===== src/hdl/pqp_pkg.sv =====
`default_nettype none
package pqp_pkg;

   localparam int COORD_BITS = 20;
   localparam int FRAC_BITS  = 16;
   localparam int CNT_BITS   = 16;

   // Curve coefficients and line differences.
   localparam int OW = COORD_BITS + 2;
   // Products and the discriminant radicand.
   localparam int PW = 2 * OW;
   // Square root of the radicand.
   localparam int SW = OW;
   // Signed root numerator and denominator.
   localparam int NW = OW + 2;
   // Magnitude of a normalized numerator or denominator.
   localparam int UW = OW + 1;
   // Curve parameter t in [0, 1], fixed point.
   localparam int TW = FRAC_BITS + 1;
   // Weighted x products.
   localparam int XW = TW + COORD_BITS + 1;
   localparam int QDEPTH = 2;

   localparam logic [CNT_BITS-1:0] CNT_MAX = '1;
   localparam logic [TW-1:0] T_ONE = {1'b1, {FRAC_BITS{1'b0}}};

   typedef enum logic [2:0] {
      KIND_ZERO,
      KIND_ONE,
      KIND_LINE,
      KIND_LIN,
      KIND_QUAD
   } kind_type;

   typedef struct packed {
      logic signed [COORD_BITS-1:0] point_x;
      logic signed [COORD_BITS-1:0] point_y;
      logic signed [COORD_BITS-1:0] start_x;
      logic signed [COORD_BITS-1:0] start_y;
      logic signed [COORD_BITS-1:0] ctrl_x;
      logic signed [COORD_BITS-1:0] ctrl_y;
      logic signed [COORD_BITS-1:0] stop_x;
      logic signed [COORD_BITS-1:0] stop_y;
      logic                         straight;
      logic                         last_edge;
   } req_type;

   typedef struct packed {
      logic                inside_res;
      logic [CNT_BITS-1:0] crossings;
   } rsp_type;

   // One classified edge as it waits between the front and the back.
   typedef struct packed {
      kind_type                     kind;
      logic                         last;
      logic signed [COORD_BITS-1:0] px;
      logic signed [COORD_BITS-1:0] sx;
      logic signed [COORD_BITS-1:0] cx;
      logic signed [COORD_BITS-1:0] ex;
      logic signed [OW-1:0]         op0;
      logic signed [OW-1:0]         op1;
      logic signed [OW-1:0]         op2;
      logic signed [OW-1:0]         op3;
   } edge_type;

   function automatic logic signed [OW-1:0] ext_op(input logic signed [COORD_BITS-1:0] v);
      return {{(OW-COORD_BITS){v[COORD_BITS-1]}}, v};
   endfunction

endpackage
`default_nettype wire


===== src/hdl/pqp_fifo.sv =====
`default_nettype none
module pqp_fifo (
   input  logic              clock,
   input  logic              reset,
   input  logic              push,
   input  pqp_pkg::edge_type wr_data,
   input  logic              pop,
   output pqp_pkg::edge_type rd_data,
   output logic              full,
   output logic              empty
);
   import pqp_pkg::*;

   localparam int PTR_BITS = (QDEPTH > 1) ? $clog2(QDEPTH) : 1;
   localparam int CNT_W    = $clog2(QDEPTH + 1);

   edge_type            entry_ff [QDEPTH];
   logic [PTR_BITS-1:0] wr_ptr_ff, wr_ptr_in, rd_ptr_ff, rd_ptr_in;
   logic [CNT_W-1:0]    count_ff, count_in;

   assign full    = (count_ff == CNT_W'(QDEPTH));
   assign empty   = (count_ff == '0);
   assign rd_data = entry_ff[rd_ptr_ff];

   always_comb begin
      wr_ptr_in = push ? wr_ptr_ff + PTR_BITS'(1) : wr_ptr_ff;
      rd_ptr_in = pop ? rd_ptr_ff + PTR_BITS'(1) : rd_ptr_ff;
      count_in  = count_ff + CNT_W'(push) - CNT_W'(pop);
   end

   always_ff @(posedge clock) begin
      if (reset) begin
         wr_ptr_ff <= '0;
         rd_ptr_ff <= '0;
         count_ff  <= '0;
      end else begin
         wr_ptr_ff <= wr_ptr_in;
         rd_ptr_ff <= rd_ptr_in;
         count_ff  <= count_in;
      end
      if (push) begin
         entry_ff[wr_ptr_ff] <= wr_data;
      end
   end
endmodule
`default_nettype wire


===== config.mk =====
export PLATFORM = sky130hd
export DESIGN_NAME = pqp_fifo
export DESIGN_NICKNAME = d
export VERILOG_FILES = /design/src/hdl/pqp_pkg.sv /design/src/hdl/pqp_fifo.sv
export SDC_FILE = /design/constraint.sdc
export NUM_CORES = 1
export LEC_CHECK = 0
export BUFFER_PORTS_ARGS = -buffer_cell sky130_fd_sc_hd__buf_2
export CORE_AREA = 2 2 199 201
export CTS_BUF_LIST = sky130_fd_sc_hd__clkbuf_4 sky130_fd_sc_hd__clkbuf_8 sky130_fd_sc_hd__clkbuf_16
export DETAILED_ROUTE_END_ITERATION = 8
export DIE_AREA = 0 0 201 203
export HOLD_SLACK_MARGIN = 0.03
export REMOVE_ABC_BUFFERS = 1
export SYNTH_ARGS = -nofsm -noshare
export SYNTH_HDL_FRONTEND = slang
export SYNTH_SLANG_ARGS = --single-unit

===== constraint.sdc =====
create_clock -name clock -period 12.1 [get_ports clock]
set_input_delay 2.42 -clock clock [delete_from_list [all_inputs] [get_ports clock]]
set_output_delay 2.42 -clock clock [all_outputs]
set_load 0.005 [all_outputs]

Yosys cells after proc, flatten, opt, wreduce, memory -nomap -nowiden
Memory sizes are Yosys's and may differ from the RTL's. A register that Yosys moved wholly into a read port is not among the register bits. Cells that the tools add are included.

Output and inout port bits: 174. RAM bits: 344. Memories: 1. Logic and storage cells: 14. Bits in registers: 4. Bits of input ports: 176.

Equality and inequality tests: 1. Add/sub/neg operators: 4. Mux-type cells: 4. Reduce and logical (&&, ||, !) cells: 1.

Memory list: entry_ff (words 2, width 172, read ports 1, clocked after Yosys merged registers in 1, write ports 1, RTL line pqp_fifo.sv:17) `edge_type entry_ff [QDEPTH];`.

Operators with widths (count): 1-bit two-way mux (4); 1-bit adder, second input constant (2); 2-bit by 1-bit adder with 2-bit output (1); 2-bit equality test, second input constant (1); 2-bit logical NOT (1); 2-bit by 1-bit subtractor with 2-bit output (1).

Depth between registers and ports, before layout
Depth after elaboration: 3. Depth in mapped cells: 6. Mapped depth without buffers: 6.

Worst setup path after synthesis
No wires, ideal clock.

Path type: input to register. From: input port push. To: memory entry_ff[0][0] (netlist name) (enable). Arrival: 9.848 ns. Setup time: 0.727 ns. Required time: 11.373 ns. Stages on the path: 1. Path slack: 1.525 ns. Path buffers: 0. Path through: nor2b_1.

Longest elaborated chain between the ends: 2.

RTL lines: from (decl) (RTL line pqp_fifo.sv:5) `input logic push,`; 1-bit two-way mux (RTL line pqp_fifo.sv:41) `if (push) begin`; 1-bit two-way mux (not written as such) (RTL line pqp_fifo.sv:42) `entry_ff[wr_ptr_ff] <= wr_data;`; to (decl) (RTL line pqp_fifo.sv:17).

No other way between the ends.

==> results.cfg <==
[cts]
post_cts_buffers = 0
insertion_delay_ns = 0.53
cts_tree = done
cts-root-buf = clkbuf_16
ctsResizeCount = 0
cts.sinks = 349
cts_hold_buf = 0
clk_path_buf_depth = 3
cts.clk_slew.worst_paths_ns = 0.05
htreeDepth = 2
numCtsBuffers = 38

[place]
placed_cells = 1412
dpl_worst_slack_ns = 6.970
io_buffers = 349
place_congestion = 0.7456
hpwl_microns = 17170

[outcome]
status = finished clean

[setup_path]
crit_chain = buf_4 > buf_4 > mux2_2 > buf_2
reg2reg_depth = 3
critical_path.most_common_cell = buf_4
worstPathRequired_ns = 9.68
slowest_delay_ns = 0.72
critPathLaunchType = flip-flop
cp_max_fo = 47
critPathSlowestCell = buf_4
critical_path_arrival_ns = 3.17
end_kind = output port
worstSetupPathType = reg2out

[detailed_routing]
via_per_inst = 4.343
drt_iter0_drc = 219
drcViolationCount = 0
wirelength_microns = 26190
drt-pass1-iter-count = 4
vias = 6440
wl_per_cell_microns = 17.66
antenna_left = 0

[finish]
syn_to_final_growth_pct = 27.79
drive_above_1_share_pct = 61.75
final_cells = 1483
fin_nets = 1112

[timing]
period_share_pct = 46.21
setup_viol = 0
fmax_ghz = 0.1788
hold_viol = 0
rsz0062_at_grt = false
fin_crit_ns = 5.592
finalClockSkew_ns = 0.01015
slew_violations = 0
tightest_slew_ns = 0.9910
fin_tns_setup_ns = 0
slew_headroom_pct = 33.93
fin_ws_ns = 6.508

[synth]
synthesis.area_sq_um = 12940
syn_area_per_cell_sq_um = 23.28
seq_area_frac_synth_pct = 80.60
synth_cell_types = 13
synth-seq-cells = 349
yosys_warnings = 0
syn_inst = 556

[floorplan]
coreArea_sq_um = 38470
die_h_microns = 203
initial_utilization_pct = 33.64
fp-row-count = 72
dieArea_sq_um = 40800
pin_count = 350
die_x_microns = 201

[grt]
grt_max_degree = 69
grtUsageTotal_pct = 12.37
grt_pass1_vias = 6807
antenna_found_initial = 6
grt_remaining_overflow = 0
grt_pass1_wl_microns = 38400

[power]
p_leak_nw = 6.333
power_density_nw_per_um2 = 173.9
peakVddDrop_uv = 117.0

[hold_path]
hp-class = reg2reg
min_path_cells = 2

[job]
drv_cap = 0
==> synthesized netlist by cell type <==
master	number	share of area, %
nor2_1	5	0.15
buf_2	9	0.35
inv_1	2	0.058
mux2_4	80	9.3
and2_1	1	0.048
xnor2_1	2	0.14
buf_6	10	0.87
nor2b_1	3	0.15
xnor3_1	1	0.17
dfxtp_1	5	0.77
ha_1	2	0.19
edfxtp_1	344	80
mux2_2	92	8.0
==> worst paths after layout <==
kind | startpoint | endpoint | slack (ns)
setup reg to reg | wr_ptr_ff | entry_ff[0][16] | 9.67
hold reg to reg | rd_ptr_ff | flip-flop | 0.52
hold / removal | rd_ptr_ff | flip-flop | 0.52
setup / recovery | flip-flop | rd_data[14] | 6.51
==> sequential cells by signal (all words and copies together) (netlist names), named ones only <==
register   flops
entry_ff     344
wr_ptr_ff      1
rd_ptr_ff      1
count_ff       2
==> layer usage <==
metal,global-route usage (%),part of all wire [%],up-vias
met5,0,0.10,-
met1,14.70,40,3168
met2,19.92,49,231
li1,-,-,2982
met3,4.382,8.0,55
met4,6.270,3.1,4
==> cells in the final DEF, fill, tap and decap left out <==
master      instances
buf_2             349
buf_4               8
clkbuf_4            7
edfxtp_1          344
bufinv_16           4
nor2_1              5
clkinv_2            8
clkbuf_16          41
inv_1               2
xnor3_1             1
clkinv_1            6
nor2b_4             1
xnor2_1             2
diode_2             3
dfxtp_1             4
inv_6               1
mux2_4             80
ha_1                2
clkinvlp_4          1
mux2_2             92
and2_4              1
dfxtp_4             1
nor2b_1             2
==> report_power, final <==
| part | switching, mW | internal [mW] | total, mW |
|---|---|---|---|
| clock | 0.441 | 0.716 | 1.16 |
| combinational | 0.133 | 0.150 | 0.283 |
| sequential | 0.0222 | 1.41 | 1.44 |
==> kinds of logic after synthesis <==
kind of cell / count (synthesis) / synth area share, %
AND/OR/NAND/NOR: 9 / 0.3385
adder cells (fa/ha/maj): 2 / 0.1933
XOR/XNOR: 3 / 0.3094
multiplexers: 172 / 17.29
buffers and inverters: 21 / 1.276
flip-flops: 349 / 80.60
==> cell type report <==
type	count	area (sq um)
Antenna cell	3	7.507
Timing Repair Buffer	357	1807
Sequential cell	349	10430
Clock inverter	20	198.9
Clock buffer	48	1079
Inverter	2	7.507
Fill cell	3415	21930
Tap cell	518	648.1
Multi-Input combinational cell	186	2356
==> stage by stage <==
stage               utilization, %  total power, mW  cell area (sq um)  hold slack (ns)
floorplan                        -            1.650              12780           0.4799
global placement             39.65            1.744              15250           0.4965
detailed placement           39.65            1.751              15250           0.4991
CTS                          42.97            2.923              16530           0.5180
global route                 42.99            2.984              16540           0.5495
finish                       42.99            2.875              16540           0.5176
==> worst max-delay path: cells and delay by family, from the launching register on <==
kind | cells | cell delay [ns]
muxes | 1 | 0.40
buffers and inverters | 3 | 1.43
DFF | 1 | 0.71
Note: power is estimated with default switching activity, not from simulation.
