File: src/hdl/pqp_pkg.sv
`default_nettype none
package pqp_pkg;

   localparam int COORD_BITS = 20;
   localparam int FRAC_BITS  = 16;
   localparam int CNT_BITS   = 16;

   // Curve coefficients and line differences.
   localparam int OW = COORD_BITS + 2;
   // Products and the discriminant radicand.
   localparam int PW = 2 * OW;
   // Square root of the radicand.
   localparam int SW = OW;
   // Signed root numerator and denominator.
   localparam int NW = OW + 2;
   // Magnitude of a normalized numerator or denominator.
   localparam int UW = OW + 1;
   // Curve parameter t in [0, 1], fixed point.
   localparam int TW = FRAC_BITS + 1;
   // Weighted x products.
   localparam int XW = TW + COORD_BITS + 1;
   localparam int QDEPTH = 2;

   localparam logic [CNT_BITS-1:0] CNT_MAX = '1;
   localparam logic [TW-1:0] T_ONE = {1'b1, {FRAC_BITS{1'b0}}};

   typedef enum logic [2:0] {
      KIND_ZERO,
      KIND_ONE,
      KIND_LINE,
      KIND_LIN,
      KIND_QUAD
   } kind_type;

   typedef struct packed {
      logic signed [COORD_BITS-1:0] point_x;
      logic signed [COORD_BITS-1:0] point_y;
      logic signed [COORD_BITS-1:0] start_x;
      logic signed [COORD_BITS-1:0] start_y;
      logic signed [COORD_BITS-1:0] ctrl_x;
      logic signed [COORD_BITS-1:0] ctrl_y;
      logic signed [COORD_BITS-1:0] stop_x;
      logic signed [COORD_BITS-1:0] stop_y;
      logic                         straight;
      logic                         last_edge;
   } req_type;

   typedef struct packed {
      logic                inside_res;
      logic [CNT_BITS-1:0] crossings;
   } rsp_type;

   // One classified edge as it waits between the front and the back.
   typedef struct packed {
      kind_type                     kind;
      logic                         last;
      logic signed [COORD_BITS-1:0] px;
      logic signed [COORD_BITS-1:0] sx;
      logic signed [COORD_BITS-1:0] cx;
      logic signed [COORD_BITS-1:0] ex;
      logic signed [OW-1:0]         op0;
      logic signed [OW-1:0]         op1;
      logic signed [OW-1:0]         op2;
      logic signed [OW-1:0]         op3;
   } edge_type;

   function automatic logic signed [OW-1:0] ext_op(input logic signed [COORD_BITS-1:0] v);
      return {{(OW-COORD_BITS){v[COORD_BITS-1]}}, v};
   endfunction

endpackage
`default_nettype wire

File: src/hdl/pqp_req_if.sv
`default_nettype none
interface pqp_req_if;
   import pqp_pkg::*;
   logic    valid;
   logic    ready;
   req_type data;
   modport source (output valid, output data, input ready);
   modport sink (input valid, input data, output ready);
endinterface
`default_nettype wire

File: src/hdl/pqp_front.sv
`default_nettype none
module pqp_front (
   pqp_req_if.sink         req_chan,
   input  logic            fifo_full,
   output logic            fifo_push,
   output pqp_pkg::edge_type fifo_data
);
   import pqp_pkg::*;

   logic signed [COORD_BITS-1:0] px, py, sx, sy, cx, cy, ex, ey, xmax, ymin, ymax;
   logic signed [OW-1:0] coef_a, coef_b;

   assign req_chan.ready = !fifo_full;
   assign fifo_push      = req_chan.valid && !fifo_full;

   always_comb begin
      px = req_chan.data.point_x;
      py = req_chan.data.point_y;
      sx = req_chan.data.start_x;
      sy = req_chan.data.start_y;
      cx = req_chan.data.ctrl_x;
      cy = req_chan.data.ctrl_y;
      ex = req_chan.data.stop_x;
      ey = req_chan.data.stop_y;
      ymin = (sy < ey) ? sy : ey;
      ymax = (sy < ey) ? ey : sy;
      xmax = (sx > ex) ? sx : ex;
      coef_a = ext_op(sy) - (ext_op(cy) <<< 1) + ext_op(ey);
      coef_b = (ext_op(cy) - ext_op(sy)) <<< 1;

      fifo_data.last = req_chan.data.last_edge;
      fifo_data.px   = px;
      fifo_data.sx   = sx;
      fifo_data.cx   = cx;
      fifo_data.ex   = ex;
      fifo_data.op0  = '0;
      fifo_data.op1  = '0;
      fifo_data.op2  = '0;
      fifo_data.op3  = '0;
      fifo_data.kind = KIND_ZERO;

      // A ray through the stop vertex is counted by the next edge only.
      if ((py == ey) && (px < ex)) begin
         fifo_data.kind = KIND_ZERO;
      end else if (req_chan.data.straight) begin
         if ((py < ymin) || (py > ymax)) begin
            fifo_data.kind = KIND_ZERO;
         end else if (sy == ey) begin
            fifo_data.kind = (xmax >= px) ? KIND_ONE : KIND_ZERO;
         end else begin
            fifo_data.kind = KIND_LINE;
            fifo_data.op0  = ext_op(sx) - ext_op(px);
            fifo_data.op1  = ext_op(ey) - ext_op(sy);
            fifo_data.op2  = ext_op(ex) - ext_op(sx);
            fifo_data.op3  = ext_op(py) - ext_op(sy);
         end
      end else begin
         fifo_data.op0 = coef_a;
         fifo_data.op1 = coef_b;
         fifo_data.op2 = ext_op(sy) - ext_op(py);
         if (coef_a != '0) begin
            fifo_data.kind = KIND_QUAD;
         end else if (coef_b != '0) begin
            fifo_data.kind = KIND_LIN;
         end else begin
            fifo_data.kind = KIND_ZERO;
         end
      end
   end
endmodule
`default_nettype wire

File: src/flat_wrapper.sv
// flat-port wrapper written by rule: the top's interface ports become plain ports
module pqp_front_flat import pqp_pkg::*;
  (fifo_full, fifo_push, fifo_data, req_chan_valid, req_chan_data, req_chan_ready);
  pqp_req_if req_chan_i ();
  input  logic fifo_full;
  output logic fifo_push;
  output pqp_pkg::edge_type fifo_data;
  input wire logic [$bits(req_chan_i.valid)-1:0] req_chan_valid;
  input wire logic [$bits(req_chan_i.data)-1:0] req_chan_data;
  output wire logic [$bits(req_chan_i.ready)-1:0] req_chan_ready;
  assign req_chan_i.valid = req_chan_valid;
  assign req_chan_i.data = req_chan_data;
  assign req_chan_ready = req_chan_i.ready;
  pqp_front u_core (.req_chan(req_chan_i), .fifo_full(fifo_full), .fifo_push(fifo_push), .fifo_data(fifo_data));
endmodule
File: config.mk
export PLATFORM = sky130hd
export DESIGN_NAME = pqp_front_flat
export DESIGN_NICKNAME = d
export VERILOG_FILES = /design/src/hdl/pqp_pkg.sv /design/src/hdl/pqp_req_if.sv /design/src/hdl/pqp_front.sv /design/src/flat_wrapper.sv
export SDC_FILE = /design/constraint.sdc
export NUM_CORES = 1
export LEC_CHECK = 0
export BUFFER_PORTS_ARGS = -buffer_cell sky130_fd_sc_hd__buf_2
export CAP_MARGIN = 10
export CORE_UTILIZATION = 55
export DETAILED_ROUTE_END_ITERATION = 8
export GPL_ROUTABILITY_DRIVEN = 0
export MAX_ROUTING_LAYER = met4
export PLACE_DENSITY = 0.93
export RECOVER_POWER = 50
export SETUP_SLACK_MARGIN = 0.02
export SLEW_MARGIN = 20
export SYNTH_ARGS = -nofsm -noshare
export SYNTH_HDL_FRONTEND = slang
export SYNTH_SLANG_ARGS = --single-unit
File: constraint.sdc
create_clock -name vclk -period 6.5
set_input_delay 0 -clock vclk [all_inputs]
set_output_delay 0 -clock vclk [all_outputs]
set_load 0.02 [all_outputs]
# After elaboration in Yosys (flattened, before gate mapping)
# Index checks and enable logic that the tools add are counted.
# classes
n_eq_ne,2
n_reduce_logical,6
addsub,8
muxes,15
n_lt_le_gt_ge,6
# ops
cell,n
$mux 88,3
$sub 20x20->21,6
$mux 66,1
$lt 20x20->1,3
$mux 20,3
$reduce_bool 22->1,2
$eq 20x20->1,2
$gt 20x20->1,2
$add 22x20->22,1
$mux 22,1
$sub 20x21->22,1
$ge 20x20->1,1
$mux 3,5
$logic_and 1x1->1,2
$mux 2,1
$logic_not 1->1,1
$logic_or 1x1->1,1
$mux 1,1
# word_totals
word_cells,37
input_bits,164
register_bits,0

# Longest topological paths before layout
# depth
depth_word,8
mapped_depth,24
depth_no_buf,23

# Worst setup path after synthesis
# OpenSTA, ideal clock, no wires.
# synth_path
kind,input port to output port
startpoint,in req_chan_data[92]
endpoint,out fifo_data[21] in the netlist's numbering
cell_stages,23
t_required_ns,6.500
slack_ns,1.580
t_arrival_ns,4.920
path_cell_list,inv_1 ha_1 clkbuf_1 a21o_1 a2111oi_0 o31ai_1 o21ba_2 o21ai_1 clkbuf_1 clkbuf_1 a21oi_1 ha_1 nand3_1 nor4_1 o211ai_1 nand3_1 mux2_2 o21ai_0 and4_1 nand3b_1 clkbuf_1 nor2_1 buf_4
# synth_lines
element,line_no,rtl
from (decl),flat_wrapper.sv:9,input wire logic [$bits(req_chan_i.data)-1:0] req_chan_data;
to (decl),flat_wrapper.sv:7,output pqp_pkg::edge_type fifo_data;

==> impl_metrics.csv <==
group,metric,value,unit
grt,grt_usage,0.368,
grt,grt_max_degree,60,
critical_path,required,6.50,ns
placed_design,hpwl,34900,µm
logic_synthesis,yosys_warnings,0,
sta,rsz0062_at_grt,"false",
critical_path,critPathBufInv,5,
critical_path,critPathArrivalTime,5.97,ns
grt,antenna_found_initial,9,
critical_path,crit_fanout,45,
critical_path,cp-end-kind,"output pin",
finish,drive_gt1_frac,0.142,
sta,finalSetupViolCount,0,
critical_path,cpPeakStageDelay,0.66,ns
sta,fmax,0.167,GHz
finish,fin_util,0.609,
critical_path,path_cells,"buf_2 > inv_1 > ha_1 > a21o_1 > a2111oi_0 > o31ai_1 > o21ba_1 > o21ai_4 > buf_12 > nor2_1 > a21oi_1 > ha_1 > a211oi_1 > o21ai_0 > o211ai_1 > nor2_1 > a2111oi_0 > o2111ai_1 > and4_1 > nand3b_1 > buf_4 > a21o_1 > o21ai_0 > buf_2",
logic_synthesis,synth.area.top_cells,"ha_1 23%, a21oi_1 7.3%, inv_1 6.4%",
grt,grt_use_met2,0.601,
finish,regArea,0,µm²
sta,fin_crit_sh,0.919,
route,wirelength,41100,µm
finish,final_nets,2296,
placed_design,io_buffers,296,
route,avgViaCountPerCell,6.22,
hold_path,min_path_type,"input port to output pin",
sta,hold_viol_final,0,
grt,top_usage_layer,"met2",
floorplanning,fp.dieW,148,µm
sta,fin_crit,5.97,ns
logic_synthesis,synth.avg_cell_area,6.84,µm²
logic_synthesis,synthDominantCellAreaShare,0.233,
route,wl_per_cell,18.9,µm
logic_synthesis,syn_inst,1715,
finish,multi_input_area,10200,µm²
finish,num-fill-cells,1946,
sta,setup_tns,0,ns
logic_synthesis,ys_seq_area_frac,0,
route,drt.antenna.violating_nets,0,
route,drc_errors,0,
critical_path,crit_family,"compound AO/OA/AOI/OAI gates",
cts,hold_buffers,0,
finish,area_growth,8.71,%
run,maxCapViolCount,0,
critical_path,start_kind,"input port",
floorplanning,rows,53,
sta,worst_pin_slew,1.04,ns
grt,met3_usage,0.0429,
cts,post_cts_resized,0,
floorplanning,die_y,148,µm
floorplanning,design.portCount,338,
critical_path,worst-setup-path-type,"input port to output pin",
finish,design.seq.count,0,
grt,grt.overflow.total,0,
grt,grt_pass1_vias,12500,
critical_path,cp_slowest_cell,"a2111oi_0",
finish,num-clock-buffers,0,
route,first_pass_iters,5,
floorplanning,fp.coreArea,21000,µm²
grt,gr-usage-met1,0.437,
logic_synthesis,ys_types,74,
floorplanning,dieArea,21900,µm²
sta,max_slew_margin,0.302,
logic_synthesis,synth_area,11700,µm²
logic_synthesis,syn_nets,2124,
logic_synthesis,yosysTopAreaCell,"ha_1",
floorplanning,start_util,0.560,
grt,grt_first_pass_wirelength,62700,µm
route,route.vias.total,13500,
cts,postCtsSetupRepairBufs,0,
run_status,status,"complete, no violations",
sta,slew_viol_final,0,
route,dr.first_iter.drc_count,1009,
-- path summary, 6_finish.rpt --
kind,cells past startpoint,start,end,slack [ns]
max,24,req_chan_data[92],fifo_data[87],0.53
min,0,req_chan_data[80],fifo_data[126],0.000009
-- routing by layer --
layer | share of wire | vias up | wire, µm
met5 | 0 | - | 0
met4 | 0.066 | 0 | 2730
met3 | 0.10 | 186 | 4180
met2 | 0.45 | 865 | 18500
met1 | 0.38 | 6138 | 15700
li1 | - | 6310 | -
-- cell type report --
class | count | area share
inverter | 200 | 0.0588
timing repair buffer | 303 | 0.115
tap | 275 | 0.0270
antenna | 9 | 0.00177
multi-input combinational | 1382 | 0.797
-- synth_stat cells (10+ instances only) --
master,instances
ha_1,219
inv_1,199
nor2_1,198
a21oi_1,172
nand2_1,89
xnor2_1,84
buf_4,83
o21ai_0,75
a21o_1,46
xor2_1,43
clkbuf_1,40
nor3_1,36
mux2i_1,29
o21a_1,29
a211oi_1,28
nand3_1,27
fa_1,26
nor2b_1,24
nand4_1,23
o21bai_1,17
nand2b_1,15
a31oi_1,14
o211ai_1,12
and3_1,11
or3_1,11
a2111oi_0,10
nor4_1,10
or2_2,10
-- metrics by stage --
step                      hold WS, ns  instance area (µm²)  worst slack (ns)  cells
after global routing        0.0000343                12800             0.189   2169
after floorplan                0.0766                11700              1.58   1715
after global placement       0.000137                12800             0.975   2160
after detailed placement     0.000137                12800             0.664   2160
after CTS                    0.000137                12800             0.675   2160
final                      0.00000881                12800             0.526   2169
-- kinds of logic after synthesis --
| family | count (synthesis) | share of synthesized area |
|---|---|---|
| AO/OA/AOI/OAI | 484 | 0.265 |
| XOR/XNOR | 127 | 0.0948 |
| AND/OR/NAND/NOR | 494 | 0.201 |
| multiplexers | 32 | 0.0276 |
| buffers and inverters | 333 | 0.134 |
| adder cells (fa/ha/maj) | 245 | 0.278 |
-- cells in the final DEF (no fill, tap or decap), drive strengths merged, types with 8 or more instances in the layout --
cell type and count:
nor4 10, nor2 198, mux2i 29, ha 219, o211ai 13, o21a 29
a2111oi 12, and3 12, o21bai 17, xor2 43, clkbuf 62, nor3 36
nand2 90, o22ai 8, or2 11, o21ai 79, nor2b 25, diode 9
a21o 46, or3 11, a31oi 14, a211o 9, nand4 23, fa 26
a21oi 172, a211oi 28, xnor2 84, buf 241, nand3 27, and2 9
nand2b 15, inv 199
